## src/hw/rtl/clcd_pkg.sv

```systemverilog
package clcd_pkg;

    localparam int COLUMNS = 8;
    localparam int ROWS    = 2;
    localparam int CELLS   = COLUMNS * ROWS;
    localparam int POS_W   = (CELLS > 1) ? $clog2(CELLS) : 1;
    localparam int COL_W   = (COLUMNS > 1) ? $clog2(COLUMNS) : 1;
    localparam int ROW_W   = 2;

    localparam logic [POS_W-1:0] LAST_CELL = POS_W'(CELLS - 1);
    localparam logic [COL_W-1:0] LAST_COL  = COL_W'(COLUMNS - 1);

    localparam logic [7:0] CMD_HOME = 8'h80;

    typedef enum logic [1:0] {
        FUNC_PUT  = 2'd0,
        FUNC_POS  = 2'd1,
        FUNC_TICK = 2'd2
    } func_t;

    typedef enum logic [1:0] {
        MODE_IDLE   = 2'd0,
        MODE_HOME   = 2'd1,
        MODE_ROWCHK = 2'd2,
        MODE_DATA   = 2'd3
    } mode_t;

    // One access to the character store per cycle at most.
    typedef struct packed {
        logic             we;
        logic [POS_W-1:0] waddr;
        logic [7:0]       wdata;
        logic             re;
        logic [POS_W-1:0] raddr;
    } store_req_t;

    // Result produced by the sequencer in the transfer cycle.
    typedef struct packed {
        logic       strobe;
        logic       is_command;
        logic [7:0] cmd_byte;
        logic       from_mem;
    } emit_t;

    typedef struct packed {
        mode_t            mode;
        logic [POS_W-1:0] write_pos;
        logic             pending;
    } seq_stat_t;

    // Set-DDRAM-address command for the first cell of a row.
    function automatic logic [7:0] row_cmd(input logic [ROW_W-1:0] r);
        logic [7:0] offs;
        case (r)
            2'd0:    offs = 8'h00;
            2'd1:    offs = 8'h40;
            2'd2:    offs = 8'h14;
            default: offs = 8'h54;
        endcase
        return CMD_HOME + offs;
    endfunction

endpackage

```

## src/hw/rtl/clcd_store.sv

```systemverilog
module clcd_store
    import clcd_pkg::*;
(
    input  logic       clk,
    input  logic       rst_n,
    input  store_req_t req,
    output logic [7:0] rd_data
);

    logic [7:0]       mem [CELLS];
    logic [CELLS-1:0] valid_reg;
    logic [CELLS-1:0] valid_next;
    logic [7:0]       rd_raw_reg;
    logic             rd_valid_reg;

    always_ff @(posedge clk)
    begin
        if (req.we)
        begin
            mem[req.waddr] <= req.wdata;
        end
        if (req.re)
        begin
            rd_raw_reg <= mem[req.raddr];
        end
    end

    always_comb
    begin
        valid_next = valid_reg;
        if (req.we)
        begin
            valid_next[req.waddr] = 1'b1;
        end
    end

    // Cells never written since reset read as zero.
    always_ff @(posedge clk or negedge rst_n)
    begin
        if (!rst_n)
        begin
            valid_reg    <= '0;
            rd_valid_reg <= 1'b0;
        end
        else
        begin
            valid_reg <= valid_next;
            if (req.re)
            begin
                rd_valid_reg <= valid_reg[req.raddr];
            end
        end
    end

    assign rd_data = rd_valid_reg ? rd_raw_reg : 8'h00;

endmodule

```

## src/hw/rtl/clcd_seq.sv

```systemverilog
module clcd_seq
    import clcd_pkg::*;
(
    input  logic       clk,
    input  logic       rst_n,
    input  logic       take,
    input  logic [1:0] func,
    input  logic [7:0] char_code,
    input  logic       last_char,
    input  logic [5:0] column,
    input  logic [1:0] row,
    output store_req_t req,
    output emit_t      emit,
    output seq_stat_t  stat
);

    mode_t            mode_reg, mode_next;
    logic [POS_W-1:0] write_pos_reg, write_pos_next;
    logic [POS_W-1:0] show_pos_reg, show_pos_next;
    logic [COL_W-1:0] col_cnt_reg, col_cnt_next;
    logic [ROW_W-1:0] row_cnt_reg, row_cnt_next;
    logic             pending_reg, pending_next;

    logic             is_put, is_pos, is_tick;
    logic             pos_ok;
    logic [8:0]       pos_lin;

    assign is_put  = take && (func == FUNC_PUT);
    assign is_pos  = take && (func == FUNC_POS);
    assign is_tick = take && (func == FUNC_TICK);

    assign pos_ok  = (7'(column) < 7'(COLUMNS)) && (3'(row) < 3'(ROWS));
    assign pos_lin = 9'(column) + 9'(row) * 9'(COLUMNS);

    // Next state of the refresh machine
    always_comb
    begin
        mode_next = mode_reg;
        if (is_tick)
        begin
            case (mode_reg)
                MODE_IDLE:   mode_next = pending_reg ? MODE_HOME : MODE_IDLE;
                MODE_HOME:   mode_next = MODE_ROWCHK;
                MODE_ROWCHK: mode_next = MODE_DATA;
                MODE_DATA:   mode_next = (show_pos_reg == LAST_CELL) ? MODE_IDLE
                                                                     : MODE_ROWCHK;
                default:     mode_next = MODE_IDLE;
            endcase
        end
    end

    // Datapath and outputs
    always_comb
    begin
        write_pos_next = write_pos_reg;
        show_pos_next  = show_pos_reg;
        col_cnt_next   = col_cnt_reg;
        row_cnt_next   = row_cnt_reg;
        pending_next   = pending_reg;
        req            = '0;
        req.waddr      = write_pos_reg;
        req.wdata      = char_code;
        req.raddr      = show_pos_reg;
        emit           = '0;

        if (is_put)
        begin
            req.we         = 1'b1;
            write_pos_next = (write_pos_reg == LAST_CELL) ? '0 : write_pos_reg + 1'b1;
            if (last_char)
            begin
                pending_next = 1'b1;
            end
        end

        if (is_pos && pos_ok)
        begin
            write_pos_next = POS_W'(pos_lin);
        end

        if (is_tick)
        begin
            case (mode_reg)
                MODE_IDLE:
                begin
                    pending_next = 1'b0;
                end
                MODE_HOME:
                begin
                    show_pos_next   = '0;
                    col_cnt_next    = '0;
                    row_cnt_next    = '0;
                    emit.strobe     = 1'b1;
                    emit.is_command = 1'b1;
                    emit.cmd_byte   = CMD_HOME;
                end
                MODE_ROWCHK:
                begin
                    if (col_cnt_reg == '0)
                    begin
                        emit.strobe     = 1'b1;
                        emit.is_command = 1'b1;
                        emit.cmd_byte   = row_cmd(row_cnt_reg);
                    end
                end
                MODE_DATA:
                begin
                    req.re        = 1'b1;
                    emit.strobe   = 1'b1;
                    emit.from_mem = 1'b1;
                    show_pos_next = show_pos_reg + 1'b1;
                    if (col_cnt_reg == LAST_COL)
                    begin
                        col_cnt_next = '0;
                        row_cnt_next = row_cnt_reg + 1'b1;
                    end
                    else
                    begin
                        col_cnt_next = col_cnt_reg + 1'b1;
                    end
                end
                default:
                begin
                    pending_next = pending_reg;
                end
            endcase
        end
    end

    always_ff @(posedge clk or negedge rst_n)
    begin
        if (!rst_n)
        begin
            mode_reg      <= MODE_IDLE;
            write_pos_reg <= '0;
            show_pos_reg  <= '0;
            col_cnt_reg   <= '0;
            row_cnt_reg   <= '0;
            pending_reg   <= 1'b0;
        end
        else
        begin
            mode_reg      <= mode_next;
            write_pos_reg <= write_pos_next;
            show_pos_reg  <= show_pos_next;
            col_cnt_reg   <= col_cnt_next;
            row_cnt_reg   <= row_cnt_next;
            pending_reg   <= pending_next;
        end
    end

    assign stat.mode      = mode_reg;
    assign stat.write_pos = write_pos_reg;
    assign stat.pending   = pending_reg;

endmodule

```

## src/hw/rtl/char_lcd_refresh_controller.sv

```systemverilog
// Character LCD frame buffer with a refresh sequencer.
//
// Command channel: an item is transferred on a rising edge with start high
// and busy low. func selects put character (char_code, last_char), set write
// position (column, row; ignored when out of range) or one refresh tick.
// busy stays low: every item is taken in the cycle it is offered, so the
// block sustains one item per clock.
//
// Result channel: a tick item that yields a byte drives strobe high for
// exactly one cycle, in the cycle after its transfer, with is_command and
// lcd_byte. Results are registered on the way out of the block; the
// receiver has no way to stall them and must take each one when it appears.
//
// The buffer lives in a synchronous RAM (one write port, one registered read
// port). A data tick reads the cell at its transfer edge; the registered read
// data forms lcd_byte in the following cycle. A put writes at its transfer
// edge, so only one access reaches the RAM per edge and no forwarding is
// needed. Per-cell valid flops, cleared by reset, make the buffer read as
// zeros after rst_n without a clearing pass; control state resets to idle.
module char_lcd_refresh_controller
    import clcd_pkg::*;
(
    input  logic       clk,
    input  logic       rst_n,
    input  logic       start,
    output logic       busy,
    input  logic [1:0] func,
    input  logic [7:0] char_code,
    input  logic       last_char,
    input  logic [5:0] column,
    input  logic [1:0] row,
    output logic       strobe,
    output logic       is_command,
    output logic [7:0] lcd_byte
);

    logic       take;
    store_req_t req;
    emit_t      emit;
    seq_stat_t  stat;
    logic [7:0] rd_data;

    logic       strobe_reg;
    logic       is_command_reg;
    logic [7:0] cmd_byte_reg;
    logic       from_mem_reg;

    // No item ever has to wait.
    assign busy = 1'b0;
    assign take = start && !busy;

    clcd_seq u_seq (
        .clk       (clk),
        .rst_n     (rst_n),
        .take      (take),
        .func      (func),
        .char_code (char_code),
        .last_char (last_char),
        .column    (column),
        .row       (row),
        .req       (req),
        .emit      (emit),
        .stat      (stat)
    );

    clcd_store u_store (
        .clk     (clk),
        .rst_n   (rst_n),
        .req     (req),
        .rd_data (rd_data)
    );

    // Register the result; data bytes come straight from the RAM
    // read register.
    always_ff @(posedge clk or negedge rst_n)
    begin
        if (!rst_n)
        begin
            strobe_reg <= 1'b0;
        end
        else
        begin
            strobe_reg <= emit.strobe;
        end
    end

    always_ff @(posedge clk)
    begin
        is_command_reg <= emit.is_command;
        cmd_byte_reg   <= emit.cmd_byte;
        from_mem_reg   <= emit.from_mem;
    end

    assign strobe     = strobe_reg;
    assign is_command = is_command_reg;
    assign lcd_byte   = from_mem_reg ? rd_data : cmd_byte_reg;

    // A result only ever follows a tick transfer.
    a_strobe_after_tick: assert property (@(posedge clk) disable iff (!rst_n)
        strobe |-> $past(take && (func == FUNC_TICK)))
        else $error("result without a tick transfer");

    // A data byte only follows a tick taken in the data step.
    a_data_from_data_step: assert property (@(posedge clk) disable iff (!rst_n)
        (strobe && !is_command) |-> $past(stat.mode == MODE_DATA))
        else $error("data byte outside the data step");

    // Leaving the data step, for idle or the row check, only happens on a transfer.
    a_idle_after_tick: assert property (@(posedge clk) disable iff (!rst_n)
        (stat.mode == MODE_DATA && !take) |=> (stat.mode == MODE_DATA))
        else $error("refresh machine moved without a tick");

    // The write position stays on the screen.
    a_write_pos_range: assert property (@(posedge clk) disable iff (!rst_n)
        take |=> (stat.write_pos <= LAST_CELL))
        else $error("write position off screen");

endmodule
```

## config.mk

```make
export PLATFORM = sky130hd
export DESIGN_NAME = char_lcd_refresh_controller
export DESIGN_NICKNAME = d
export VERILOG_FILES = /design/src/hw/rtl/clcd_pkg.sv /design/src/hw/rtl/clcd_store.sv /design/src/hw/rtl/clcd_seq.sv /design/src/hw/rtl/char_lcd_refresh_controller.sv
export SDC_FILE = /design/constraint.sdc
export NUM_CORES = 1
export LEC_CHECK = 0
export ABC_CLOCK_PERIOD_IN_PS = 3000
export BUFFER_PORTS_ARGS = -buffer_cell sky130_fd_sc_hd__buf_2
export CORE_MARGIN = 10
export CORE_UTILIZATION = 57
export CTS_BUF_LIST = sky130_fd_sc_hd__clkbuf_2
export DETAILED_ROUTE_END_ITERATION = 8
export PLACE_DENSITY = 0.79
export SYNTH_ARGS = -nofsm -noshare
export SYNTH_HDL_FRONTEND = slang
export SYNTH_SLANG_ARGS = --single-unit
```

## constraint.sdc

```tcl
create_clock -name clk -period 3 [get_ports clk]
set_input_delay 0.15 -clock clk [delete_from_list [all_inputs] [get_ports clk]]
set_output_delay 0.15 -clock clk [all_outputs]
set_load 0.02 [all_outputs]
```

* Word-level counts from Yosys, hierarchy flattened
Memories as Yosys holds them, arrays and structs flattened. A register that Yosys moved wholly into a read port is not among the register bits.
Index checks and enable logic that the tools add are counted.
** Operators by class
- Add/subtract/negate cells :: 6
- Magnitude comparators :: 5
- Equality and inequality tests :: 11
- Muxes and demuxes :: 34
- Bitwise gates (word level) :: 1
- Reductions and logical operators :: 15
** Operators by type and width (number)
- two-way mux 8 bit :: 5
- case mux 7 bit (3 select lines) :: 1
- case mux 9 bit (2 select lines) :: 1
- OR 16 bit :: 1
- two-way mux 1 bit :: 12
- two-way mux 4 bit :: 3
- two-way mux 11 bit :: 1
- less-than comparator 4 x 5 -> 1 bit, second input constant :: 2
- two-way mux 10 bit :: 1
- adder 4 x 1 -> 4 bit, second input constant :: 2
- adder 8 bit, first input constant :: 1
- equality test 2 bit, second input constant :: 4
- equality test 4 bit, second input constant :: 2
- case mux 2 bit (4 select lines) :: 1
- case mux 4 bit (2 select lines) :: 1
- equality test 2 x 1 -> 1 bit, second input constant :: 3
- logical AND 1 bit :: 6
- logical NOT 2 bit :: 3
- less-than comparator 6 x 4 -> 1 bit, second input constant :: 1
- case mux 3 bit (2 select lines) :: 1
- adder 4 bit :: 1
- binary-select mux 1 bit (select 4 bit) :: 1
- demux 1 bit (select 4 bit) :: 1
- greater-or-equal comparator 4 x 1 -> 1 bit, second input constant :: 1
- other kinds (14) :: 16
** Storage, ports and cells
- Bits in registers :: 44
- RAM bits :: 128
- Memories kept :: 1
** Memory list
- u_store.mem :: depth 16, width 8, rd ports 1, clocked after Yosys merged registers in 1, wr ports 1, RTL line clcd_store.sv:10 : logic [7:0] mem [CELLS];

* Depth between registers and ports, before layout
- Depth after elaboration :: 9
- Depth in mapped cells :: 7
- Mapped depth without buffers :: 5

* By module
A second synthesis with hierarchy kept.
** Second synthesis, totals
- Cell total of the unflattened synthesis :: 404
- Area, all modules :: 7502.2 µm²
** By module, submodules not included
- clcd_store :: instances 1, cells an instance 258, area an instance 5970.7 µm², sequential area each 4509.3 µm²
- clcd_seq :: instances 1, cells an instance 124, area an instance 1163.6 µm², sequential area each 400.4 µm²
- char_lcd_refresh_controller :: instances 1, cells an instance 22, area an instance 367.9 µm², sequential area each 225.2 µm²

* Worst setup path before layout
OpenSTA, ideal clock, no wires.
- Kind :: register -> register
- Start point :: register u_seq.show_pos_reg[0]
- End point :: register u_store.rd_raw_reg[0] (read register of u_store.mem) (data pin)
- Arrival time :: 1.539 ns
- Required time :: 2.730 ns
- Setup slack :: 1.191 ns
- Cell stages (with the launch flop) :: 6
- Buffers on the path :: 2
- Period minus slack after synthesis :: 1.809 ns
- Path through :: dfrtp_1 -> buf_6 -> buf_2 -> mux4_2 -> a211oi_1 -> a21oi_1
** RTL lines
- start, declared :: RTL line clcd_seq.sv:19 : logic [POS_W-1:0] show_pos_reg, show_pos_next;
- start signal, assigned :: RTL line clcd_seq.sv:145 : show_pos_reg <= show_pos_next;
- end, declared :: RTL line clcd_store.sv:13 : logic [7:0] rd_raw_reg;

* Worst setup path after layout
- Start point :: register u_seq.write_pos_reg[0]
- End point :: register u_seq.write_pos_reg[1]
** On the way
- Word-level cells in the longest chain between the ends :: 4
- Elaborated cells on any way between the ends :: 5
** RTL lines
- start, declared :: RTL line clcd_seq.sv:18 : logic [POS_W-1:0] write_pos_reg, write_pos_next;
- start signal, assigned :: RTL line clcd_seq.sv:144 : write_pos_reg <= write_pos_next;
- adder 4 x 1 -> 4 bit / equality test 4 bit (equally long branches) :: RTL line clcd_seq.sv:69 : write_pos_next = (write_pos_reg == LAST_CELL) ? '0 : write_pos_reg + 1'b1;
- two-way mux 4 bit (*) :: RTL line clcd_seq.sv:69
- two-way mux 4 bit (*) :: RTL line clcd_seq.sv:66 : if (is_put)
- two-way mux 4 bit (*) :: RTL line clcd_seq.sv:76 : if (is_pos && pos_ok)
Every way passes the cells marked *; elsewhere a longest branch is shown, timed or not. The select of a mux whose other input is x is not followed.
A chain may end at the register's enable or synchronous reset.

==> run_results.csv <==
group,metric,value,unit
outcome,outcome,"completed",
logic_synthesis,synth_cell_types,48,
global_route,grt_pass1_wl,22100,um
critical_path,r2r_cells,6,
layout,fin_cells,650,
floorplan,rows,40,
layout,final_net_count,506,
logic_synthesis,ys_ff_latch,174,
logic_synthesis,postSynthCellCount,405,
routing,wire_per_inst,21.1,um
critical_path,worstSetupPathType,"register to register",
sta,skew,0.0222,ns
power_and_ir_drop,ir_worst_vdd,0.000347,V
place,placement.cell_area,7480,um2
critical_path,path_cells,"inv_1 -> ha_1 -> a22oi_1 -> dlygate4sd3_1 -> o31ai_1 -> dlygate4sd3_1",
place,dp_slack,0.755,ns
clocking,root_buffer,"clkbuf_2",
routing,vias,3783,
layout,final_common_cell,"edfxtp_1",
logic_synthesis,post-synth-top-area-fraction,57.1,%
global_route,grt_max_degree,35,
sta,max_slew_margin,46.7,%
sta,holdWs,0.305,ns
sta,setup_viol,0,
logic_synthesis,synth_edf_count,136,
routing,vias_per_cell,5.82,
clocking,cts_max_level,4,
critical_path,crit_path_end_kind,"register",
clocking,cts_tree,"built",
sta,tightest_slew,0.799,ns
floorplan,core_area,12200,um2
layout,final_area,7980,um2
global_route,first_global_vias,3978,
logic_synthesis,synth-main-ff-cell,"edfxtp_1",
layout,final_util,65.6,%
clocking,cts_buffer_depth,2,
floorplan,start_util,58.8,%
clocking,clk_latency,0.74,ns
logic_synthesis,ys_warn_count,0,
sta,slew_violations,0,
power_and_ir_drop,p_leak,2.89,nW
critical_path,slowest_delay,0.57,ns
place,gp_congestion,0.812,
min_path,hold_path_end,"u_store.mem[0][1]",
critical_path,crit_path_top_delay_cell,"dlygate4sd3_1",
routing,drtIter0Drc,421,
power_and_ir_drop,power_density,690,nW/um2
logic_synthesis,synthesis.area,7150,um2
logic_synthesis,synth.avg_cell_area,17.7,um2
critical_path,critical_path_peak_fanout,6,
critical_path,arrival,3.00,ns
critical_path,cp.required,3.65,ns
global_route,grt_usage,16.6,%
min_path,worstHoldStart,"char_code[1]",
sta,final.setup.tns,0,ns
critical_path,reg2reg_to,"u_seq.write_pos_reg[1]",
critical_path,crit_path_start,"u_seq.write_pos_reg[0]",
sta,setup_slack,0.648,ns
floorplan,die_width,132,um
clocking,cts_made_buffers,17,
logic_synthesis,yosysSeqAreaShare,70.1,%
critical_path,start_kind,"register",
sta,fin_crit,2.35,ns
layout,drive_above_1_share,26.8,%
sta,fmax,425,MHz
routing,firstDrtPassIters,4,
min_path,hold_depth,2,
global_route,antenna_found_initial,0,
routing,drc_errors,0,
place,port_buffers,31,
floorplan,die_y,132,um
clocking,ctsResizeCount,0,
routing,wl,13700,um
place,hpwl,9040,um
clocking,cts_setup_buffers,0,
min_path,min_path_type,"primary input to register",
floorplan,io_pins,33,
floorplan,dieArea,17400,um2
layout,largest_register_ffs,128,
power_and_ir_drop,power.total,5.51,mW
place,dp_cells,591,
critical_path,reg2reg_slack,0.65,ns
sta,timing.final.crit_share,78.4,%
layout,antenna_cells,0,
logic_synthesis,syn_nets,442,
sta,hold_viol_final,0,
layout,area_delta_synth_final,11.6,%
critical_path,cpMostUsedCell,"dlygate4sd3_1",
run,max_cap_viol_count,0,
critical_path,r2r_start,"u_seq.write_pos_reg[0]",
clocking,clk_pin_slew_worst_paths,0.23,ns
logic_synthesis,synthArstFlopShare,19.5,%
global_route,overflow,0,
logic_synthesis,synth_top_area_cell,"edfxtp_1",
logic_synthesis,synth_area_leaders,"edfxtp_1 57%, dfrtp_1 12%, mux4_2 11%",
routing,ant_nets,0,
sta,rsz0062_at_grt,"no",
clocking,cts_sinks,174,
layout,final_cell_mix,"136 x edfxtp_1, 35 x mux4_2, 33 x dfrtp_1, 31 x buf_2, 26 x dlygate4sd3_1",
## per-layer routing
metal / part of all wire, % / global-route usage [%] / vias to the layer above
li1: - / - / 1706
met1: 41 / 20.3 / 1957
met2: 51 / 27.6 / 100
met3: 5.8 / 4.61 / 20
met4: 1.8 / 6.18 / 0
met5: 0 / 0 / -
## how the worst max path moves through the flow
stage | to | slack (ns) | depth (start not counted)
after CTS | u_seq.write_pos_reg[1] | 0.64 | 6
final | u_seq.write_pos_reg[1] | 0.65 | 6
after global routing | u_seq.write_pos_reg[1] | 0.55 | 6
after detailed placement | u_store.rd_raw_reg[0] | 0.76 | 4
after floorplan | u_store.rd_raw_reg[0] | 1.19 | 5
after global placement | u_store.rd_raw_reg[6] | 0.78 | 5
## Yosys cell counts (8+ instances only)
cell and number:
nand3_1 8, or2_2 15, ha_1 15, mux4_2 35, o21ai_0 11, and2_1 22
inv_1 14, clkbuf_1 9, a211oi_1 9, dfrtp_1 34, a21oi_1 12, edfxtp_1 136
mux2i_1 11
## cells by family after synthesis
logic type	after synthesis	share of synthesized area (%)
xor+xnor	2	0.245
fa+ha+maj	15	2.62
other cells	1	0.0524
mux	49	13.0
simple gates	80	6.93
buf+inv	33	2.27
flops	174	70.1
compound gates	51	4.72
## critical path: cells and delay by family (launching register included)
kind	cells	cell delay (ns)
buffers and inverters	3	1.25
flip-flops	1	0.50
AO/OA/AOI/OAI	2	0.22
adder cells (fa/ha/maj)	1	0.30
## power by group
group | switching (mW) | internal, mW
Clock | 0.758 | 0.389
Combinational | 0.583 | 0.765
Sequential | 0.198 | 2.82
## what timing repair did
| action | CTS | global route |
|---|---|---|
| setup endpoints to repair | 0 | 0 |
| hold buffers | 27 | 0 |
| endpoints found under the hold margin | 175 | 0 |
## layout make-up
cell class | count | area (um2)
timing repair buffer | 64 | 505
inverter | 14 | 52.6
multi-input combinational | 198 | 1970
fill | 811 | 4180
tap | 168 | 210
clock inverter | 11 | 118
clock buffer | 21 | 105
sequential | 174 | 5020
(Power assumes the default switching activity.)
